<file path="src/rtl/battery_level_gauge_core_macros.svh">
// Assertion macros shared by the battery level gauge RTL.
`ifndef BATTERY_LEVEL_GAUGE_CORE_MACROS_SVH
`define BATTERY_LEVEL_GAUGE_CORE_MACROS_SVH

// Same-cycle implication, checked on every rising clock edge outside reset.
`define BLG_ASSERT_IMP(label, ante, cons) \
  label: assert property (@(posedge clk_i) disable iff (!rst_ni) (ante) |-> (cons)) \
    else $error("battery gauge check failed");

// Next-cycle implication, checked on every rising clock edge outside reset.
`define BLG_ASSERT_NXT(label, ante, cons) \
  label: assert property (@(posedge clk_i) disable iff (!rst_ni) (ante) |=> (cons)) \
    else $error("battery gauge check failed");

`endif

</file>
<file path="src/rtl/blg_pkg.sv">
// Shared constants, types and sequencer states of the battery level gauge.
package blg_pkg;

  // Converter resolution used by the filter and the port widths.
  localparam int unsigned SAMPLE_BITS = 12;
  localparam int unsigned SAMPLE_W    = 12;
  localparam int unsigned MV_W        = 14;
  localparam int unsigned PCT_W       = 7;
  localparam int unsigned CFG_ADDR_W  = 2;

  // Voltage is the filtered value times four, never narrower than a register.
  localparam int unsigned VOLT_W = (SAMPLE_BITS + 2 > MV_W) ? SAMPLE_BITS + 2 : MV_W;
  // Percent map numerator (v - min) * 100 and the pre-shifted divisor.
  localparam int unsigned NUM_W  = VOLT_W + PCT_W;
  localparam int unsigned DSR_W  = MV_W + PCT_W - 1;

  // Divide by five through a reciprocal: exact for every sum below 2^(SUM_W).
  localparam int unsigned SUM_W      = SAMPLE_BITS + 3;
  localparam int unsigned EMA_SHIFT  = SAMPLE_BITS + 5;
  localparam int unsigned PROD_W     = 2 * SUM_W;
  localparam logic [SUM_W-1:0] EMA_RECIP = SUM_W'(((2 ** EMA_SHIFT) + 4) / 5);

  localparam logic [PCT_W-1:0] PCT_EMPTY = PCT_W'(0);
  localparam logic [PCT_W-1:0] PCT_FULL  = PCT_W'(100);

  // Register indexes of the configuration port.
  localparam logic [CFG_ADDR_W-1:0] CFG_MIN_MV    = 2'd0;
  localparam logic [CFG_ADDR_W-1:0] CFG_MAX_MV    = 2'd1;
  localparam logic [CFG_ADDR_W-1:0] CFG_CHARGE_MV = 2'd2;

  localparam logic [MV_W-1:0] RST_MIN_MV    = MV_W'(3000);
  localparam logic [MV_W-1:0] RST_MAX_MV    = MV_W'(4200);
  localparam logic [MV_W-1:0] RST_CHARGE_MV = MV_W'(4300);

  // Sequencer states.
  typedef enum logic [2:0] {
    ST_IDLE,
    ST_FILT,
    ST_MAP,
    ST_DIV,
    ST_OUT
  } state_e;

  // Request to the divider.
  typedef struct packed {
    logic             start;
    logic [NUM_W-1:0] num;
    logic [MV_W-1:0]  den;
  } div_req_t;

  // Response of the divider.
  typedef struct packed {
    logic             busy;
    logic             done;
    logic [PCT_W-1:0] quo;
  } div_rsp_t;

endpackage

</file>
<file path="src/rtl/blg_div.sv">
// Bit-serial restoring divider for the percent map, one quotient bit per cycle.
module blg_div (
  input  logic              clk_i,
  input  logic              rst_ni,
  input  blg_pkg::div_req_t req_i,
  output blg_pkg::div_rsp_t rsp_o
);

  localparam int unsigned NUM_W = blg_pkg::NUM_W;
  localparam int unsigned DSR_W = blg_pkg::DSR_W;
  localparam int unsigned PCT_W = blg_pkg::PCT_W;
  localparam int unsigned CNT_W = $clog2(PCT_W);

  logic             busy_q, busy_d;
  logic             done_q, done_d;
  logic [CNT_W-1:0] cnt_q, cnt_d;
  logic [NUM_W-1:0] rem_q, rem_d;
  logic [DSR_W-1:0] dsr_q, dsr_d;
  logic [PCT_W-1:0] quo_q, quo_d;
  logic [NUM_W-1:0] dsr_ext;
  logic             fits;

  // One compare and subtract against the current divisor alignment.
  assign dsr_ext = NUM_W'(dsr_q);
  assign fits    = (rem_q >= dsr_ext);

  always_comb begin
    busy_d = busy_q;
    done_d = 1'b0;
    cnt_d  = cnt_q;
    rem_d  = rem_q;
    dsr_d  = dsr_q;
    quo_d  = quo_q;
    if (req_i.start) begin
      busy_d = 1'b1;
      cnt_d  = CNT_W'(PCT_W - 1);
      rem_d  = req_i.num;
      dsr_d  = {req_i.den, {(PCT_W-1){1'b0}}};
      quo_d  = '0;
    end else if (busy_q) begin
      if (fits) begin
        rem_d = rem_q - dsr_ext;
      end
      quo_d = {quo_q[PCT_W-2:0], fits};
      dsr_d = dsr_q >> 1;
      cnt_d = cnt_q - CNT_W'(1);
      if (cnt_q == '0) begin
        busy_d = 1'b0;
        done_d = 1'b1;
      end
    end
  end

  // Control state resets; the datapath needs none.
  always_ff @(posedge clk_i or negedge rst_ni) begin
    if (!rst_ni) begin
      busy_q <= 1'b0;
      done_q <= 1'b0;
      cnt_q  <= '0;
    end else begin
      busy_q <= busy_d;
      done_q <= done_d;
      cnt_q  <= cnt_d;
    end
  end

  always_ff @(posedge clk_i) begin
    rem_q <= rem_d;
    dsr_q <= dsr_d;
    quo_q <= quo_d;
  end

  assign rsp_o.busy = busy_q;
  assign rsp_o.done = done_q;
  assign rsp_o.quo  = quo_q;

endmodule

</file>
<file path="src/rtl/battery_level_gauge_core.sv">
// Top level of the battery level gauge: filter, percent sequencer and ports.
//
//  channel | direction | handshake                | payload
//  --------+-----------+--------------------------+----------------------------------
//  in      | input     | in_valid_i / in_ready_o  | sample_mv_i
//  out     | output    | out_valid_o / out_ready_i| battery_mv_o, level_pct_o, charging_o
//  cfg     | input     | cfg_we_i (no wait)       | cfg_addr_i, cfg_wdata_i
//
// When the level is clipped at 0 or 100, a word passes from acceptance to
// result through a filter step, a range check and an output load. When the
// percent map divides, the range check starts the divider, which builds the
// 7-bit quotient one bit per cycle, and the quotient goes into the level
// register before the output load. in_ready_o is high only while the
// sequencer is idle. A finished result waits in the output register; the
// next word is accepted while it waits, and that word's result is held back
// until the output register is free.
// Reset clears the filter, the charging flag and loads the default registers.
`include "battery_level_gauge_core_macros.svh"

module battery_level_gauge_core (
  input  logic                             clk_i,
  input  logic                             rst_ni,
  input  logic                             in_valid_i,
  output logic                             in_ready_o,
  input  logic [blg_pkg::SAMPLE_W-1:0]     sample_mv_i,
  output logic                             out_valid_o,
  input  logic                             out_ready_i,
  output logic [blg_pkg::MV_W-1:0]         battery_mv_o,
  output logic [blg_pkg::PCT_W-1:0]        level_pct_o,
  output logic                             charging_o,
  input  logic                             cfg_we_i,
  input  logic [blg_pkg::CFG_ADDR_W-1:0]   cfg_addr_i,
  input  logic [blg_pkg::MV_W-1:0]         cfg_wdata_i
);

  localparam int unsigned SB     = blg_pkg::SAMPLE_BITS;
  localparam int unsigned MV_W   = blg_pkg::MV_W;
  localparam int unsigned PCT_W  = blg_pkg::PCT_W;
  localparam int unsigned VOLT_W = blg_pkg::VOLT_W;
  localparam int unsigned NUM_W  = blg_pkg::NUM_W;
  localparam int unsigned SUM_W  = blg_pkg::SUM_W;
  localparam int unsigned PROD_W = blg_pkg::PROD_W;

  blg_pkg::state_e   state_q, state_d;
  blg_pkg::div_req_t div_req;
  blg_pkg::div_rsp_t div_rsp;

  logic [MV_W-1:0]   min_q, max_q, thr_q;
  logic [SB-1:0]     sample_q;
  logic [SB-1:0]     filt_q, filt_d;
  logic              primed_q;
  logic              flag_q, flag_d;
  logic [PCT_W-1:0]  pct_q, pct_d;
  logic              out_valid_q;
  logic [MV_W-1:0]   out_mv_q;
  logic [PCT_W-1:0]  out_pct_q;
  logic              out_chg_q;

  // Sequencer controls.
  logic in_take, filt_load, map_run, div_take, out_load;

  // Exponential average: floor((sample + 4*old)/5) by reciprocal; first sample as is.
  logic [SUM_W-1:0]  ema_sum;
  logic [PROD_W-1:0] ema_prod;
  assign ema_sum  = SUM_W'(sample_q) + SUM_W'({filt_q, 2'b00});
  assign ema_prod = PROD_W'(ema_sum) * PROD_W'(blg_pkg::EMA_RECIP);
  assign filt_d   = primed_q ? ema_prod[blg_pkg::EMA_SHIFT +: SB] : sample_q;

  // Battery voltage and the range checks of the percent map.
  logic [VOLT_W-1:0] volts;
  logic [VOLT_W-1:0] min_ext, max_ext, thr_ext;
  logic              at_empty, at_full;
  assign volts    = {filt_q, 2'b00};
  assign min_ext  = VOLT_W'(min_q);
  assign max_ext  = VOLT_W'(max_q);
  assign thr_ext  = VOLT_W'(thr_q);
  assign at_empty = (volts <= min_ext);
  assign at_full  = (volts >= max_ext);

  // Divider operands, used only when min < v < max.
  assign div_req.start = map_run && !at_empty && !at_full;
  assign div_req.num   = NUM_W'(volts - min_ext) * NUM_W'(blg_pkg::PCT_FULL);
  assign div_req.den   = max_q - min_q;

  blg_div u_div (
    .clk_i  (clk_i),
    .rst_ni (rst_ni),
    .req_i  (div_req),
    .rsp_o  (div_rsp)
  );

  // Next state.
  always_comb begin
    state_d = state_q;
    unique case (state_q)
      blg_pkg::ST_IDLE: begin
        if (in_valid_i) begin
          state_d = blg_pkg::ST_FILT;
        end
      end
      blg_pkg::ST_FILT: state_d = blg_pkg::ST_MAP;
      blg_pkg::ST_MAP: begin
        if (at_empty || at_full) begin
          state_d = blg_pkg::ST_OUT;
        end else begin
          state_d = blg_pkg::ST_DIV;
        end
      end
      blg_pkg::ST_DIV: begin
        if (div_rsp.done) begin
          state_d = blg_pkg::ST_OUT;
        end
      end
      blg_pkg::ST_OUT: begin
        if (!out_valid_q || out_ready_i) begin
          state_d = blg_pkg::ST_IDLE;
        end
      end
      default: state_d = blg_pkg::ST_IDLE;
    endcase
  end

  // Sequencer outputs.
  always_comb begin
    in_ready_o = 1'b0;
    filt_load  = 1'b0;
    map_run    = 1'b0;
    div_take   = 1'b0;
    out_load   = 1'b0;
    unique case (state_q)
      blg_pkg::ST_IDLE: in_ready_o = 1'b1;
      blg_pkg::ST_FILT: filt_load  = 1'b1;
      blg_pkg::ST_MAP:  map_run    = 1'b1;
      blg_pkg::ST_DIV:  div_take   = div_rsp.done;
      blg_pkg::ST_OUT:  out_load   = !out_valid_q || out_ready_i;
      default: in_ready_o = 1'b0;
    endcase
  end

  assign in_take = in_valid_i && in_ready_o;

  // Level and charging flag after the range checks or the division.
  always_comb begin
    pct_d  = pct_q;
    flag_d = flag_q;
    if (map_run) begin
      if (at_empty) begin
        pct_d = blg_pkg::PCT_EMPTY;
      end else if (at_full) begin
        pct_d  = blg_pkg::PCT_FULL;
        flag_d = (volts > thr_ext);
      end
    end else if (div_take) begin
      pct_d = div_rsp.quo;
    end
  end

  // Control state, filter state and configuration registers.
  always_ff @(posedge clk_i or negedge rst_ni) begin
    if (!rst_ni) begin
      state_q     <= blg_pkg::ST_IDLE;
      primed_q    <= 1'b0;
      filt_q      <= '0;
      flag_q      <= 1'b0;
      out_valid_q <= 1'b0;
      min_q       <= blg_pkg::RST_MIN_MV;
      max_q       <= blg_pkg::RST_MAX_MV;
      thr_q       <= blg_pkg::RST_CHARGE_MV;
    end else begin
      state_q <= state_d;
      flag_q  <= flag_d;
      if (filt_load) begin
        filt_q   <= filt_d;
        primed_q <= 1'b1;
      end
      if (out_load) begin
        out_valid_q <= 1'b1;
      end else if (out_ready_i) begin
        out_valid_q <= 1'b0;
      end
      if (cfg_we_i) begin
        unique case (cfg_addr_i)
          blg_pkg::CFG_MIN_MV:    min_q <= cfg_wdata_i;
          blg_pkg::CFG_MAX_MV:    max_q <= cfg_wdata_i;
          blg_pkg::CFG_CHARGE_MV: thr_q <= cfg_wdata_i;
          default: ;
        endcase
      end
    end
  end

  // Payload registers.
  always_ff @(posedge clk_i) begin
    pct_q <= pct_d;
    if (in_take) begin
      sample_q <= SB'(sample_mv_i);
    end
    if (out_load) begin
      out_mv_q  <= volts[MV_W-1:0];
      out_pct_q <= pct_q;
      out_chg_q <= flag_q;
    end
  end

  assign out_valid_o  = out_valid_q;
  assign battery_mv_o = out_mv_q;
  assign level_pct_o  = out_pct_q;
  assign charging_o   = out_chg_q;

  // The divider only runs while no new word can enter.
  `BLG_ASSERT_IMP(a_div_blocks_input, div_rsp.busy, !in_ready_o)
  // An accepted word closes the input until its result is made.
  `BLG_ASSERT_NXT(a_take_closes_input, in_take, !in_ready_o)
  // A result never reports more than a full battery.
  `BLG_ASSERT_IMP(a_pct_in_range, out_valid_o, level_pct_o <= blg_pkg::PCT_FULL)
  // The charging flag only changes together with a full reading.
  `BLG_ASSERT_IMP(a_charge_at_full, out_valid_o && $rose(charging_o),
                  level_pct_o == blg_pkg::PCT_FULL)

endmodule
</file>
<file path="config.mk">
export PLATFORM = sky130hd
export DESIGN_NAME = battery_level_gauge_core
export DESIGN_NICKNAME = d
export VERILOG_FILES = /design/src/rtl/blg_pkg.sv /design/src/rtl/blg_div.sv /design/src/rtl/battery_level_gauge_core.sv
export VERILOG_INCLUDE_DIRS = /design/src /design/src/rtl
export SDC_FILE = /design/constraint.sdc
export NUM_CORES = 1
export LEC_CHECK = 0
export BUFFER_PORTS_ARGS = -buffer_cell sky130_fd_sc_hd__buf_2
export CAP_MARGIN = 5
export CORE_ASPECT_RATIO = 1.2
export CORE_MARGIN = 3
export CORE_UTILIZATION = 25
export DETAILED_ROUTE_END_ITERATION = 10
export HOLD_SLACK_MARGIN = 0.12
export PLACE_DENSITY_LB_ADDON = 0.25
export REMOVE_ABC_BUFFERS = 1
export SYNTH_ARGS = -nofsm -noshare
export SYNTH_HDL_FRONTEND = slang
export SYNTH_HIERARCHICAL = 1
export SYNTH_SLANG_ARGS = --single-unit
</file>
<file path="constraint.sdc">
create_clock -name clk_i -period 7.65 [get_ports clk_i]
set_input_delay 0.3825 -clock clk_i [delete_from_list [all_inputs] [get_ports clk_i]]
set_output_delay 0.3825 -clock clk_i [all_outputs]
set_load 0.01 [all_outputs]
</file>
# After elaboration in Yosys (flattened, before gate mapping)
# Cells that the tools add are included.
[op_classes]
div = 0
n_bitwise = 1
n_addsub = 5
magnitude_cmp = 4
shifts = 0
n_mux = 30
n_reduce_logical = 23
n_mul = 2
eq_ne = 10
[ops]
columns = ["cell", "count"]
rows = [
  ["two-way mux 21 bit", 3],
  ["two-way mux 20 bit", 2],
  ["multiplier 15 x 15 -> 29 bit, second input constant", 1],
  ["two-way mux 7 bit", 4],
  ["greater-or-equal comparator 21 x 20 -> 1 bit", 1],
  ["multiplier 21 x 5 -> 19 bit, second input constant", 1],
  ["subtractor 21 x 20 -> 21 bit", 1],
  ["two-way mux 3 bit", 6],
  ["adder 12 x 14 -> 15 bit", 1],
  ["one-hot mux 3 bit (5 select lines)", 1],
  ["subtractor 14 x 14 -> 15 bit", 1],
  ["greater-or-equal comparator 14 bit", 1],
  ["greater-than comparator 14 bit", 1],
  ["<= comparator 14 bit", 1],
  ["subtractor 14 bit", 1],
  ["two-way mux 1 bit", 13],
  ["two-way mux 12 bit", 1],
  ["AND reduction 2 bit", 6],
  ["nonzero test 2 bit", 4],
  ["== test 3 x 2 -> 1 bit, second input constant", 2],
  ["logical NOT 3 bit", 2],
  ["AND reduction 3 bit", 2],
  ["!= test 2 bit, second input constant", 2],
  ["== test 3 x 1 -> 1 bit, second input constant", 1],
  ["11 further kinds", 16],
]
[word_totals]
out_inout_bits = 24
ramBits = 0
elab_cells = 96
in_bits = 33
romBits = 0
mem_count = 0
register_bits = 152
latchBits = 0

# Longest topological paths before layout
[depth]
word_depth = 6
ltp_mapped = 30
depth_no_buf = 29

# Hierarchy
# Netlist, hierarchy kept.
[by_module_without_submodules]
columns = ["mod", "instances", "cells_each", "seq_area_each_um2", "area_per_inst_um2"]
rows = [
  ["battery_level_gauge_core", 1, 1136, 2692.6, 11232.0],
  ["blg_div", 1, 378, 1436.4, 3454.6],
]

# Worst setup path before layout
# OpenSTA, ideal clock, no wires.
[synth_path]
path_type = "register to register"
startpoint = "register filt_q[0]"
endpoint = "register filt_q[8]"
setup_time_ps = 128
setup_slack_ps = 617
arrival_time_ps = 6905
required_time_ps = 7522
stages_incl_launch_ff = 29
n_path_buf = 0
period_less_slack_ps = 7033
path_cell_list = "dfrtp_1 -> ha_1 -> fa_1 -> a21o_1 -> a21oi_1 -> o21ai_0 -> o41ai_2 -> o21bai_1 -> a21o_1 -> xor2_1 -> fa_1 -> ha_1 -> inv_1 -> fa_1 -> inv_1 -> fa_1 -> fa_1 -> inv_1 -> fa_1 -> inv_1 -> ha_1 -> nand3_1 -> a21oi_1 -> a211oi_1 -> o21ai_0 -> a211o_1 -> a21oi_1 -> xor2_1 -> o21ai_1"
[synth_between]
elab_chain_cells = 3
[synth_lines]
columns = ["item", "line_no", "rtl"]
rows = [
  ["from (decl)", "battery_level_gauge_core.sv:50", "logic [SB-1:0] filt_q, filt_d;"],
  ["from (signal assigned)", "battery_level_gauge_core.sv:173", "filt_q <= filt_d;"],
  ["adder 12 x 14 -> 15 bit", "battery_level_gauge_core.sv:65", "assign ema_sum = SUM_W'(sample_q) + SUM_W'({filt_q, 2'b00});"],
  ["multiplier 15 x 15 -> 29 bit", "battery_level_gauge_core.sv:66", "assign ema_prod = PROD_W'(ema_sum) * PROD_W'(blg_pkg::EMA_RECIP);"],
  ["two-way mux 12 bit", "battery_level_gauge_core.sv:67", "assign filt_d = primed_q ? ema_prod[blg_pkg::EMA_SHIFT +: SB] : sample_q;"],
]
# No other way between the ends.
# A chain may end at the register's enable or synchronous reset.

# Worst setup path in the final report
[layout_path]
startpoint = "register sample_q[2]"
endpoint = "register filt_q[10]"
[layout_between]
elab_chain_cells = 3
[layout_lines]
columns = ["item", "line_no", "rtl"]
rows = [
  ["from (decl)", "battery_level_gauge_core.sv:49", "logic [SB-1:0] sample_q;"],
  ["from (signal assigned)", "battery_level_gauge_core.sv:196", "sample_q <= SB'(sample_mv_i);"],
  ["adder 12 x 14 -> 15 bit", "battery_level_gauge_core.sv:65", ""],
  ["multiplier 15 x 15 -> 29 bit", "battery_level_gauge_core.sv:66", ""],
  ["two-way mux 12 bit", "battery_level_gauge_core.sv:67", ""],
]
# No other way between the ends.

==> flow_summary.ini <==
[detailed_routing]
drt-wirelength-per-cell_um = 16.13
initialDrtViolationCount = 317
route.vias.total = 10560
vias_per_cell = 4.500
drt_pre_antenna_iters = 6
final_wirelength_mm = 37.85
ant_nets = 0
route.detailed.drc = 0

[sta]
timing.setup.tns_ns = 0
whs_ns = 0.1306
maxSlewHeadroom_pct = 24.57
min_period_over_period_pct = 94.64
timing_worst_slew_pin_value_ns = 1.123
finalSetupViolations = 0
final_max_slew_viol_count = 0
report.final.hold_viol_count = 0
unrepaired_setup_endpoints_after_global_routing = no
finClkSkew_ns = 0.01653
achievable-frequency_mhz = 138.1
period_needed_ns = 7.240

[clock_tree]
clockRootBuffer = clkbuf_16
cts_made_buffers = 17
clock_latency_ns = 0.45
clock_sink_count = 152
tritoncts_clock_tree = yes
cts_buffer_depth = 2
htreeDepth = 4
clk_transition_reported_paths_ns = 0.07

[grt]
number_of_antenna_violations_at_the_first_check_in_global_routing = 2
groute.usage.overall_pct = 12.73
first_global_vias = 11260
grt_pass1_wl_mm = 61.04
maximum_number_of_pins_on_one_net_before_global_route_repair = 66
grt.overflow.total = 0

[worst_setup_path]
worst-r2r-setup-slack_ns = 0.41
crit_path_start_kind = register
crit_type = register to register
critical_path_peak_fanout = 6
timing.critical_path.max_delay_family = adder cells
worst-endpoint-arrival_ns = 7.55
r2r_start = sample_q[2]$_DFFE_PP_
cpMostUsedCell = fa_1
critical-path-slowest-cell = fa_1
category_of_the_worst_setup_path_capture_point = register
worstPathBufferInverterCount = 6
worst_r2r_endpoint = filt_q[10]$_DFFE_PN0P_
cpPeakStageDelay_ns = 0.53
worstRegToRegCells = 28
crit_required_ns = 7.96
crit_cells = 28

[layout]
multi_input_area_um2 = 9447
sequential_cell_area_um2 = 4129
final_net_count = 1959
post_route_cells_drive_above_1_share_pct = 12.54
finalNonFillerCells = 2347
layout.cells.most_common = inv_1
area.growth.synth_to_final_pct = 14.01
nFillCells = 6095
layout_common_cells = 280 x inv_1, 236 x ha_1, 112 x nand2_1

[logic_synthesis]
yosys_warnings = 6
synthesis.area_um2 = 14680
postSynthCellCount = 1513
synth.avg_cell_area_um2 = 9.702

[place]
placement.io_buffers = 54
place.detailed.instances = 2299
place.gp.congestion = 0.8411
hpwl_mm = 31.51

[floorplan]
dieArea_um2 = 61670
die_height_um = 271.4
std_cell_rows = 96
io_pins = 57
floorplan.die.width_um = 227.2
core_area_um2 = 57660
initial_core_util_pct = 25.46

[outcome]
outcome = finished, final reports clean

[run]
cap_viol_max_count = 0

[min_path]
min_path_type = primary input to async pin
## routing by layer
layer	share of wire, %	up-vias	global-route usage [%]
met2	54	115	24.42
li1	-	5314	-
met5	0.034	-	0
met1	41	5083	14.07
met3	2.5	47	1.925
met4	2.6	2	4.361
## stage by stage
step / cell area, µm² / setup WS (ns) / util (%)
5_1_grt: 16730 / 0.01633 / 29.02
3_3_place_gp: 15940 / 0.06876 / 27.65
2_1_floorplan: 14540 / 0.6168 / -
4_1_cts: 16650 / 0.09521 / 28.87
6_report: 16740 / 0.4100 / 29.03
3_5_place_dp: 15940 / 0.009129 / 27.65
## area by class of cell
| class | instances | area share, % |
|---|---|---|
| antenna | 1 | 0.01495 |
| tap | 735 | 5.495 |
| inverter | 281 | 6.302 |
| multi-input combinational | 1051 | 56.44 |
| timing repair buffer | 95 | 3.633 |
| clock buffer | 18 | 2.624 |
| clock inverter | 14 | 0.8149 |
| sequential | 152 | 24.67 |
## state kept, by name, indices dropped and copies added (netlist names)
| register | cells |
|---|---|
| u_div/rem_q | 21 |
| u_div/dsr_q | 20 |
| max_ext | 14 |
| min_ext | 14 |
| thr_ext | 14 |
| battery_mv_o | 12 |
| filt_q | 12 |
| sample_q | 12 |
| level_pct_o | 7 |
| pct_q | 7 |
| u_div/quo_q | 7 |
| state_q | 3 |
| u_div/cnt_q | 3 |
| charging_o | 1 |
| flag_q | 1 |
| out_valid_o | 1 |
| primed_q | 1 |
| u_div/busy_q | 1 |
| u_div/done_q | 1 |
## repair_timing
action                                  in CTS  in global routing
hold endpoints to repair                    12                  0
gates cloned                                 0                  0
hold buffers                                12                  0
setup buffers                                0                  3
endpoints found under the setup margin       2                 12
resized for setup                            1                 14
pin swaps                                    0                  1
## how the worst max path moves through the flow
stage,from,end,slack [ns]
finish,sample_q[2]$_DFFE_PP_,filt_q[10]$_DFFE_PN0P_,0.41
global route,sample_q[2]$_DFFE_PP_,filt_q[7]$_DFFE_PN0P_,0.02
CTS,sample_q[2]$_DFFE_PP_,filt_q[4]$_DFFE_PN0P_,0.1
detailed placement,sample_q[2]$_DFFE_PP_,filt_q[4]$_DFFE_PN0P_,0.009
global placement,sample_q[2]$_DFFE_PP_,filt_q[8]$_DFFE_PN0P_,0.07
floorplan,filt_q[0]$_DFFE_PN0P_,filt_q[8]$_DFFE_PN0P_,0.62
Power is not shown: default switching activity piles up to over one toggle a cycle in this logic, so the estimate is an artifact.
